## config.mk

```make
export PLATFORM = sky130hd
export DESIGN_NAME = key_value_line_parser_core
export DESIGN_NICKNAME = d
export VERILOG_FILES = /design/src/sv/kvlp_pkg.sv /design/src/sv/key_value_line_parser_core.sv /design/src/sv/kvlp_parse.sv /design/src/sv/kvlp_result_fifo.sv
export SDC_FILE = /design/constraint.sdc
export NUM_CORES = 1
export LEC_CHECK = 0
export CAP_MARGIN = 20
export CORE_MARGIN = 4
export CORE_UTILIZATION = 55
export CTS_BUF_LIST = sky130_fd_sc_hd__clkbuf_8
export DETAILED_ROUTE_END_ITERATION = 8
export DONT_BUFFER_PORTS = 1
export MAX_ROUTING_LAYER = met4
export PLACE_DENSITY = 0.78
export SLEW_MARGIN = 25
export SYNTH_ARGS = -nofsm -noshare
export SYNTH_HDL_FRONTEND = slang
export SYNTH_SLANG_ARGS = --single-unit
export TNS_END_PERCENT = 100
```

## constraint.sdc

```tcl
create_clock -name aclk -period 7.65 [get_ports aclk]
set_input_delay 0.3825 -clock aclk [delete_from_list [all_inputs] [get_ports aclk]]
set_output_delay 0.3825 -clock aclk [all_outputs]
set_load 0.01 [all_outputs]
```

## src/sv/kvlp_pkg.sv

```systemverilog
// Shared types and constants for the key/value line parser.
`timescale 1ns / 1ps

package kvlp_pkg;

    localparam int KEY_WIDTH_DEF = 32;
    localparam int KEY_OUT_W     = 32;

    // Result queue geometry
    localparam int RES_DEPTH = 4;
    localparam int RES_PTR_W = 2;
    localparam int RES_CNT_W = 3;

    // Character codes
    localparam logic [7:0] CH_NUL    = 8'd0;
    localparam logic [7:0] CH_TAB    = 8'd9;
    localparam logic [7:0] CH_NL     = 8'd10;
    localparam logic [7:0] CH_CR     = 8'd13;
    localparam logic [7:0] CH_SPACE  = 8'd32;
    localparam logic [7:0] CH_DQUOTE = 8'd34;
    localparam logic [7:0] CH_SQUOTE = 8'd39;
    localparam logic [7:0] CH_PLUS   = 8'd43;
    localparam logic [7:0] CH_COMMA  = 8'd44;
    localparam logic [7:0] CH_MINUS  = 8'd45;
    localparam logic [7:0] CH_ZERO   = 8'd48;
    localparam logic [7:0] CH_NINE   = 8'd57;

    typedef struct packed {
        logic [7:0] line_byte;
        logic       byte_present;
        logic       line_end;
    } in_word_t;

    typedef struct packed {
        logic                        value_valid;
        logic [7:0]                  out_byte;
        logic                        record_done;
        logic signed [KEY_OUT_W-1:0] parsed_key;
        logic                        parse_status;
    } out_word_t;

    // Results of one processed word, value byte first
    typedef struct packed {
        logic      byte_push;
        out_word_t byte_word;
        logic      rec_push;
        out_word_t rec_word;
    } parse_res_t;

endpackage

```

## src/sv/key_value_line_parser_core.sv

```systemverilog
// Top level of the key/value line parser: input register, parser, result queue.
`timescale 1ns / 1ps
// Path: an accepted word is held in the input register, parsed from there once the
//   result queue has room, and its results are written into the queue that drives m_.
// Throughput: one word per cycle while the queue has room; a line-closing word with a value byte yields two
//   results, drained one per cycle while m_ready is high; the held word waits while the four-entry queue
//   holds more than two results.
// Reset: synchronous, active-low aresetn empties both stages and restarts the line.

module key_value_line_parser_core import kvlp_pkg::*; #(
    parameter int KEY_WIDTH = KEY_WIDTH_DEF
) (
    input  logic      aclk,
    input  logic      aresetn,
    input  logic      s_valid,
    output logic      s_ready,
    input  in_word_t  s_word,
    output logic      m_valid,
    input  logic      m_ready,
    output out_word_t m_word
);

    // Input register stage
    logic       in_valid_reg, in_valid_next;
    in_word_t   in_word_reg;
    logic       space_ok;
    logic       proc_fire;
    logic       s_take;
    parse_res_t res;

    // Process the held word once the queue can absorb both possible results.
    assign proc_fire = in_valid_reg && space_ok;

    // Take a new word when the register is empty or is being drained now,
    // so a steady stream moves one word per cycle.
    assign s_ready = !in_valid_reg || space_ok;
    assign s_take  = s_valid && s_ready;

    always_comb begin
        in_valid_next = in_valid_reg;
        if (s_take) begin
            in_valid_next = 1'b1;
        end else if (proc_fire) begin
            in_valid_next = 1'b0;
        end
    end

    always_ff @(posedge aclk) begin
        if (!aresetn) begin
            in_valid_reg <= 1'b0;
        end else begin
            in_valid_reg <= in_valid_next;
        end
    end

    // Payload: load on acceptance, hold otherwise
    always_ff @(posedge aclk) begin
        if (s_take) begin
            in_word_reg <= s_word;
        end
    end

    // Parser: state update and result words for the held word
    kvlp_parse #(
        .KEY_WIDTH (KEY_WIDTH)
    ) u_parse (
        .aclk    (aclk),
        .aresetn (aresetn),
        .fire    (proc_fire),
        .in_word (in_word_reg),
        .res     (res)
    );

    // Result queue: decouples the output handshake from parsing
    kvlp_result_fifo u_fifo (
        .aclk     (aclk),
        .aresetn  (aresetn),
        .res      (res),
        .space_ok (space_ok),
        .m_valid  (m_valid),
        .m_ready  (m_ready),
        .m_word   (m_word)
    );

endmodule

```

## src/sv/kvlp_parse.sv

```systemverilog
// Parser state registers and the per-word next-state and result logic.
`timescale 1ns / 1ps

module kvlp_parse import kvlp_pkg::*; #(
    parameter int KEY_WIDTH = KEY_WIDTH_DEF
) (
    input  logic       aclk,
    input  logic       aresetn,
    input  logic       fire,
    input  in_word_t   in_word,
    output parse_res_t res
);

    localparam logic [2:0] PH_LEAD    = 3'd0;
    localparam logic [2:0] PH_KEY     = 3'd1;
    localparam logic [2:0] PH_SEEK    = 3'd2;
    localparam logic [2:0] PH_POST    = 3'd3;
    localparam logic [2:0] PH_VALUE   = 3'd4;
    localparam logic [2:0] PH_END_OK  = 3'd5;
    localparam logic [2:0] PH_END_ERR = 3'd6;

    logic [2:0]           phase_reg, phase_next, phase_upd;
    logic [KEY_WIDTH-1:0] key_reg, key_next, key_upd;
    logic                 neg_reg, neg_next, neg_upd;
    logic [7:0]           delim_reg, delim_next, delim_upd;

    logic [7:0]           c;
    logic                 is_ws, is_digit, emit;
    logic [2:0]           seek_phase;
    logic [7:0]           delim_eff;
    logic                 val_term;
    logic [KEY_WIDTH-1:0] key_digit, key_times10, key_fin;
    logic [KEY_OUT_W-1:0] key_out;
    logic                 status;

    assign c           = in_word.line_byte;
    assign is_ws       = (c == CH_SPACE) || ((c >= CH_TAB) && (c <= CH_CR));
    assign is_digit    = (c >= CH_ZERO) && (c <= CH_NINE);
    assign key_digit   = {{(KEY_WIDTH-4){1'b0}}, c[3:0]};
    assign key_times10 = (key_reg << 3) + (key_reg << 1);
    assign seek_phase  = (c == CH_COMMA) ? PH_POST :
                         (c == CH_NUL)   ? PH_END_ERR : PH_SEEK;
    // An unquoted value always ends at newline
    assign delim_eff   = (phase_reg == PH_POST) ? CH_NL : delim_reg;
    assign val_term    = (c == CH_NUL) || (c == delim_eff);

    always_comb begin
        phase_upd = phase_reg;
        key_upd   = key_reg;
        neg_upd   = neg_reg;
        delim_upd = delim_reg;
        emit      = 1'b0;
        if (in_word.byte_present) begin
            case (phase_reg)
                PH_LEAD: begin
                    if (is_ws) begin
                        phase_upd = PH_LEAD;
                    end else if (c == CH_MINUS) begin
                        neg_upd   = 1'b1;
                        phase_upd = PH_KEY;
                    end else if (c == CH_PLUS) begin
                        phase_upd = PH_KEY;
                    end else if (is_digit) begin
                        key_upd   = key_digit;
                        phase_upd = PH_KEY;
                    end else begin
                        phase_upd = seek_phase;
                    end
                end
                PH_KEY: begin
                    if (is_digit) begin
                        key_upd = key_times10 + key_digit;
                    end else begin
                        phase_upd = seek_phase;
                    end
                end
                PH_SEEK: begin
                    phase_upd = seek_phase;
                end
                PH_POST: begin
                    if ((c == CH_SPACE) || (c == CH_TAB)) begin
                        phase_upd = PH_POST;
                    end else if (c == CH_NUL) begin
                        phase_upd = PH_END_OK;
                    end else if ((c == CH_SQUOTE) || (c == CH_DQUOTE)) begin
                        delim_upd = c;
                        phase_upd = PH_VALUE;
                    end else begin
                        delim_upd = CH_NL;
                        phase_upd = val_term ? PH_END_OK : PH_VALUE;
                        emit      = !val_term;
                    end
                end
                PH_VALUE: begin
                    phase_upd = val_term ? PH_END_OK : PH_VALUE;
                    emit      = !val_term;
                end
                PH_END_OK, PH_END_ERR: begin
                    phase_upd = phase_reg;
                end
                default: begin
                    phase_upd = PH_END_ERR;
                end
            endcase
        end
    end

    // Line end closes the record and restarts the line
    always_comb begin
        if (in_word.line_end) begin
            phase_next = PH_LEAD;
            key_next   = '0;
            neg_next   = 1'b0;
            delim_next = CH_NL;
        end else begin
            phase_next = phase_upd;
            key_next   = key_upd;
            neg_next   = neg_upd;
            delim_next = delim_upd;
        end
    end

    assign key_fin = neg_upd ? ('0 - key_upd) : key_upd;

    generate
        if (KEY_WIDTH >= KEY_OUT_W) begin : g_key_trunc
            assign key_out = key_fin[KEY_OUT_W-1:0];
        end else begin : g_key_sext
            assign key_out = {{(KEY_OUT_W-KEY_WIDTH){key_fin[KEY_WIDTH-1]}}, key_fin};
        end
    endgenerate

    assign status = (phase_upd == PH_LEAD) || (phase_upd == PH_KEY) ||
                    (phase_upd == PH_SEEK) || (phase_upd == PH_END_ERR);

    always_comb begin
        res                        = '0;
        res.byte_push              = fire && emit;
        res.byte_word.value_valid  = 1'b1;
        res.byte_word.out_byte     = c;
        res.rec_push               = fire && in_word.line_end;
        res.rec_word.record_done   = 1'b1;
        res.rec_word.parsed_key    = key_out;
        res.rec_word.parse_status  = status;
    end

    always_ff @(posedge aclk) begin
        if (!aresetn) begin
            phase_reg <= PH_LEAD;
            key_reg   <= '0;
            neg_reg   <= 1'b0;
            delim_reg <= CH_NL;
        end else if (fire) begin
            phase_reg <= phase_next;
            key_reg   <= key_next;
            neg_reg   <= neg_next;
            delim_reg <= delim_next;
        end
    end

    a_line_end_restarts: assert property (@(posedge aclk) disable iff (!aresetn)
        fire && in_word.line_end |=> phase_reg == PH_LEAD && key_reg == '0 && !neg_reg)
        else $error("parser state not restarted after line end");

    a_emit_in_value: assert property (@(posedge aclk) disable iff (!aresetn)
        res.byte_push |-> phase_reg == PH_POST || phase_reg == PH_VALUE)
        else $error("value byte emitted outside the value phases");

endmodule

```

## src/sv/kvlp_result_fifo.sv

```systemverilog
// Small result queue: takes up to two words a cycle, hands out one.
`timescale 1ns / 1ps

module kvlp_result_fifo import kvlp_pkg::*; (
    input  logic       aclk,
    input  logic       aresetn,
    input  parse_res_t res,
    output logic       space_ok,
    output logic       m_valid,
    input  logic       m_ready,
    output out_word_t  m_word
);

    out_word_t            mem_reg [RES_DEPTH];
    logic [RES_PTR_W-1:0] wr_ptr_reg, wr_ptr_next;
    logic [RES_PTR_W-1:0] rd_ptr_reg, rd_ptr_next;
    logic [RES_CNT_W-1:0] count_reg, count_next;
    logic [RES_PTR_W-1:0] idx_b;
    logic [1:0]           push_n;
    logic                 pop;

    assign push_n   = {1'b0, res.byte_push} + {1'b0, res.rec_push};
    assign pop      = m_valid && m_ready;
    assign idx_b    = res.byte_push ? (wr_ptr_reg + 1'b1) : wr_ptr_reg;
    assign space_ok = count_reg <= RES_CNT_W'(RES_DEPTH - 2);
    assign m_valid  = count_reg != '0;
    assign m_word   = mem_reg[rd_ptr_reg];

    assign wr_ptr_next = wr_ptr_reg + RES_PTR_W'(push_n);
    assign rd_ptr_next = rd_ptr_reg + RES_PTR_W'(pop);
    assign count_next  = count_reg + RES_CNT_W'(push_n) - RES_CNT_W'(pop);

    always_ff @(posedge aclk) begin
        if (res.byte_push) begin
            mem_reg[wr_ptr_reg] <= res.byte_word;
        end
        if (res.rec_push) begin
            mem_reg[idx_b] <= res.rec_word;
        end
    end

    always_ff @(posedge aclk) begin
        if (!aresetn) begin
            wr_ptr_reg <= '0;
            rd_ptr_reg <= '0;
            count_reg  <= '0;
        end else begin
            wr_ptr_reg <= wr_ptr_next;
            rd_ptr_reg <= rd_ptr_next;
            count_reg  <= count_next;
        end
    end

    a_count_bound: assert property (@(posedge aclk) disable iff (!aresetn)
        count_reg <= RES_CNT_W'(RES_DEPTH))
        else $error("result queue count beyond depth");

    a_push_has_room: assert property (@(posedge aclk) disable iff (!aresetn)
        (res.byte_push || res.rec_push) |-> space_ok)
        else $error("result pushed without two free entries");

endmodule

```

==> impl_metrics.env <==
export IMPL_final_setup_tns_ps=0
export IMPL_synthSimpleGateAreaFrac_pct=18.4
export IMPL_core_area_um2=24400
export IMPL_ys_flop_type="edfxtp_1"
export IMPL_die_x_um=166
export IMPL_slowest_delay_ps=600
export IMPL_routedWlPerCell_um=20.8
export IMPL_slew_headroom_pct=37.4
export IMPL_synth_compound_area_share_pct=14.4
export IMPL_power_leakage_nw=5.46
export IMPL_crit_chain="inv_1 -> fa_1 -> inv_1 -> fa_1 -> a211oi_2 -> o21ai_1 -> a211oi_2 -> a21oi_1 -> or3_1 -> a32oi_2 -> nand3b_1 -> or3_1 -> or4_1 -> nand3_1"
export IMPL_cts_num_sinks=234
export IMPL_finClkSkew_ps=33.3
export IMPL_syn_avg_cell_area_um2=10.0
export IMPL_drtIter0Drc=1305
export IMPL_chipHeight_um=166
export IMPL_grt_max_degree=47
export IMPL_crit_family="simple AND/OR/NAND/NOR gates"
export IMPL_synthXorXnorAreaFrac_pct=2.88
export IMPL_required_ps=8030
export IMPL_h_tree_depth=2
export IMPL_regArea_um2=6110
export IMPL_design_area_um2=14700
export IMPL_drt_total_wl_um=35600
export IMPL_synth_top_family_by_area="simple AND/OR/NAND/NOR gates"
export IMPL_synthAdderAreaFrac_pct=6.74
export IMPL_largest_reg_flops=172
export IMPL_path_clk_slew_ps=70
export IMPL_start_kind="register"
export IMPL_rr_startpoint="in_word_reg[5]"
export IMPL_first_global_vias=10300
export IMPL_antenna_found_initial=1
export IMPL_timing_reg2reg_setup_slack_ps=2130
export IMPL_grtUsageTotal_pct=25.9
export IMPL_irDropWorstVdd_mv=0.129
export IMPL_place_area_um2=13900
export IMPL_min_delay_start="aresetn"
export IMPL_grt_setup_unrepaired="no"
export IMPL_powerDensity_nw_per_um2=196
export IMPL_port_buffers=0
export IMPL_ys_types=82
export IMPL_synth_mux_area_share_pct=9.65
export IMPL_synth_largest_area_cell="edfxtp_1"
export IMPL_max_slew_worst_pin_slew_ps=939
export IMPL_netlist_instances=1369
export IMPL_grt_pass1_wl_um=56700
export IMPL_endpoint_kind="register"
export IMPL_synth_edf_count=142
export IMPL_vias=10800
export IMPL_grt_ovfl_total=0
export IMPL_synth_seq_cells=234
export IMPL_area_growth_pct=7.57
export IMPL_synth_most_common_cell="nor2_1"
export IMPL_initial_utilization_pct=56.2
export IMPL_drv_cap=0
export IMPL_drive_gt1_share_pct=9.83
export IMPL_post_cts_resized=0
export IMPL_cpMaxStageDelayCell="or3_1"
export IMPL_hold_path_depth=2
export IMPL_clock_fmax_mhz=181
export IMPL_final_antenna_net_count=0
export IMPL_tritoncts="built"
export IMPL_cts_buffers=37
export IMPL_worst_path_buf_inv=2
export IMPL_gp_congestion=1.04
export IMPL_ios=59
export IMPL_cp_arrival_ps=5900
export IMPL_fill_cells=2008
export IMPL_multiInputGateArea_um2=7140
export IMPL_worstSetupPathType="reg2reg"
export IMPL_finalHoldViolCount=0
export IMPL_status="finished, final reports clean"
export IMPL_route_detailed_drc=0
export IMPL_async_flop_share_pct=0
export IMPL_hold_class="in2reg"
export IMPL_critical_path_max_fanout=14
export IMPL_nets=1444
export IMPL_clk_latency_ps=540
export IMPL_syn_area_um2=13700
export IMPL_setup_viol=0
export IMPL_hold_path_endpoint="u_parse.neg_reg"
export IMPL_yosysSeqAreaShare_pct=44.5
export IMPL_clock_path_buffers=3
export IMPL_synthTopCellsByArea="edfxtp_1 31%, dfxtp_1 13%, mux4_2 7.1%"
export IMPL_cts_root_buf="clkbuf_8"
export IMPL_first_pass_iters=5
export IMPL_rows=57
export IMPL_reg2reg_depth=14
export IMPL_synth_warnings=0
export IMPL_r2r_end="u_fifo.mem_reg[0][32]"
export IMPL_post_route_period_util_pct=72.2
export IMPL_dp_hpwl_um=24500
export IMPL_slew_violations=0
export IMPL_vias_per_cell=6.32
export IMPL_n_antenna_cell=0
export IMPL_fin_crit_ps=5520
export IMPL_die_area_um2=27500
export IMPL_synth_top_area_share_pct=31.1
export IMPL_synth_commonest_cells="216 x nor2_1, 142 x edfxtp_1, 106 x nand2_1, 92 x dfxtp_1, 71 x a21oi_1"
export IMPL_syn_num_nets=1455
==> metal layers <==
layer  global-route usage [%]  wire, um  up-vias
li1                         -         -     5051
met1                     36.1     15100     5207
met2                     40.0     16800      488
met3                     4.45      3010       51
met4                     6.38       637        0
met5                        -         0        -
==> worst max path at each step <==
stage | slack (ps) | cells past startpoint | endpoint | start
2_1_floorplan | 2820 | 16 | u_fifo.mem_reg[0][32] | in_word_reg[5]
3_3_place_gp | 2440 | 14 | u_fifo.mem_reg[1][31] | in_word_reg[5]
3_5_place_dp | 2160 | 14 | u_fifo.mem_reg[1][29] | in_word_reg[5]
4_1_cts | 2110 | 14 | u_fifo.mem_reg[1][29] | in_word_reg[5]
5_1_grt | 1780 | 14 | u_fifo.mem_reg[3][31] | in_word_reg[5]
6_report | 2130 | 14 | u_fifo.mem_reg[0][32] | in_word_reg[5]
==> worst register-to-register path, stage by stage (launching register included) <==
cell and delay [ps]:
edfxtp_1 590, inv_1 270, fa_1 590, inv_1 70, fa_1 470, a211oi_2 360, o21ai_1 180, a211oi_2 380
a21oi_1 180, or3_1 390, a32oi_2 330, nand3b_1 310, or3_1 600, or4_1 560, nand3_1 110
==> cells in the final DEF, fill, tap and decap left out, drive strengths merged, types with 6 or more instances in the layout <==
cell / n
nand2b: 10
o22ai: 10
ha: 69
nor4: 12
nor3: 19
or2: 6
a32oi: 10
dlygate4sd3: 12
a21o: 9
clkinv: 15
o21a: 8
nand3: 23
clkbuf: 40
nand4: 14
nor2: 216
nor3b: 6
o21ai: 78
buf: 19
or3: 14
xnor2: 22
edfxtp: 142
nand3b: 11
a21oi: 72
mux4: 43
inv: 44
o31ai: 11
dfxtp: 92
a211oi: 14
mux2i: 32
and3: 9
nand2: 106
nor2b: 17
and2: 36
a31oi: 11
xor2: 23
a22oi: 29
==> per-stage QoR <==
stage	hold WS, ps	std cells	setup slack (ps)	total power [W]	util [%]
finish	98.1	1708	2130	0.00289	60.4
global route	78.2	1708	1780	0.00301	60.4
CTS	67.3	1708	2110	0.00291	60.4
detailed placement	442	1630	2160	0.00191	57.1
global placement	429	1630	2440	0.00190	57.1
floorplan	418	1369	2820	0.00181	-
==> area by class of cell <==
type                            count  share of cell area (%)
Timing Repair Buffer               31                    1.87
Clock inverter                     25                   0.883
Sequential cell                   234                    41.4
Inverter                           37                   0.942
Clock buffer                       40                    3.73
Tap cell                          324                    2.75
Multi-Input combinational cell   1017                    48.4
==> cells by family after synthesis <==
logic type,count (synthesis)
adders and majority gates,72
muxes,78
AOI/OAI and AO/OA,302
DFF,234
and+or+nand+nor,520
xor gates and xnor gates,45
buffers and inverters,118
==> where the power goes <==
part / switching (W) / internal, W / total, W
Clock: 0.000481 / 0.000515 / 0.000996
Sequential: 0.0000501 / 0.00137 / 0.00142
Combinational: 0.000274 / 0.000202 / 0.000476
Total: 0.000805 / 0.00209 / 0.00289
==> what timing repair did <==
| action | in CTS | in global routing |
|---|---|---|
| endpoints found under the hold margin | 56 | 0 |
| hold buffers | 13 | 0 |
| setup endpoints to repair | 0 | 0 |
| buffers inserted | 0 | 0 |
Power figures use the tool's default switching activity.
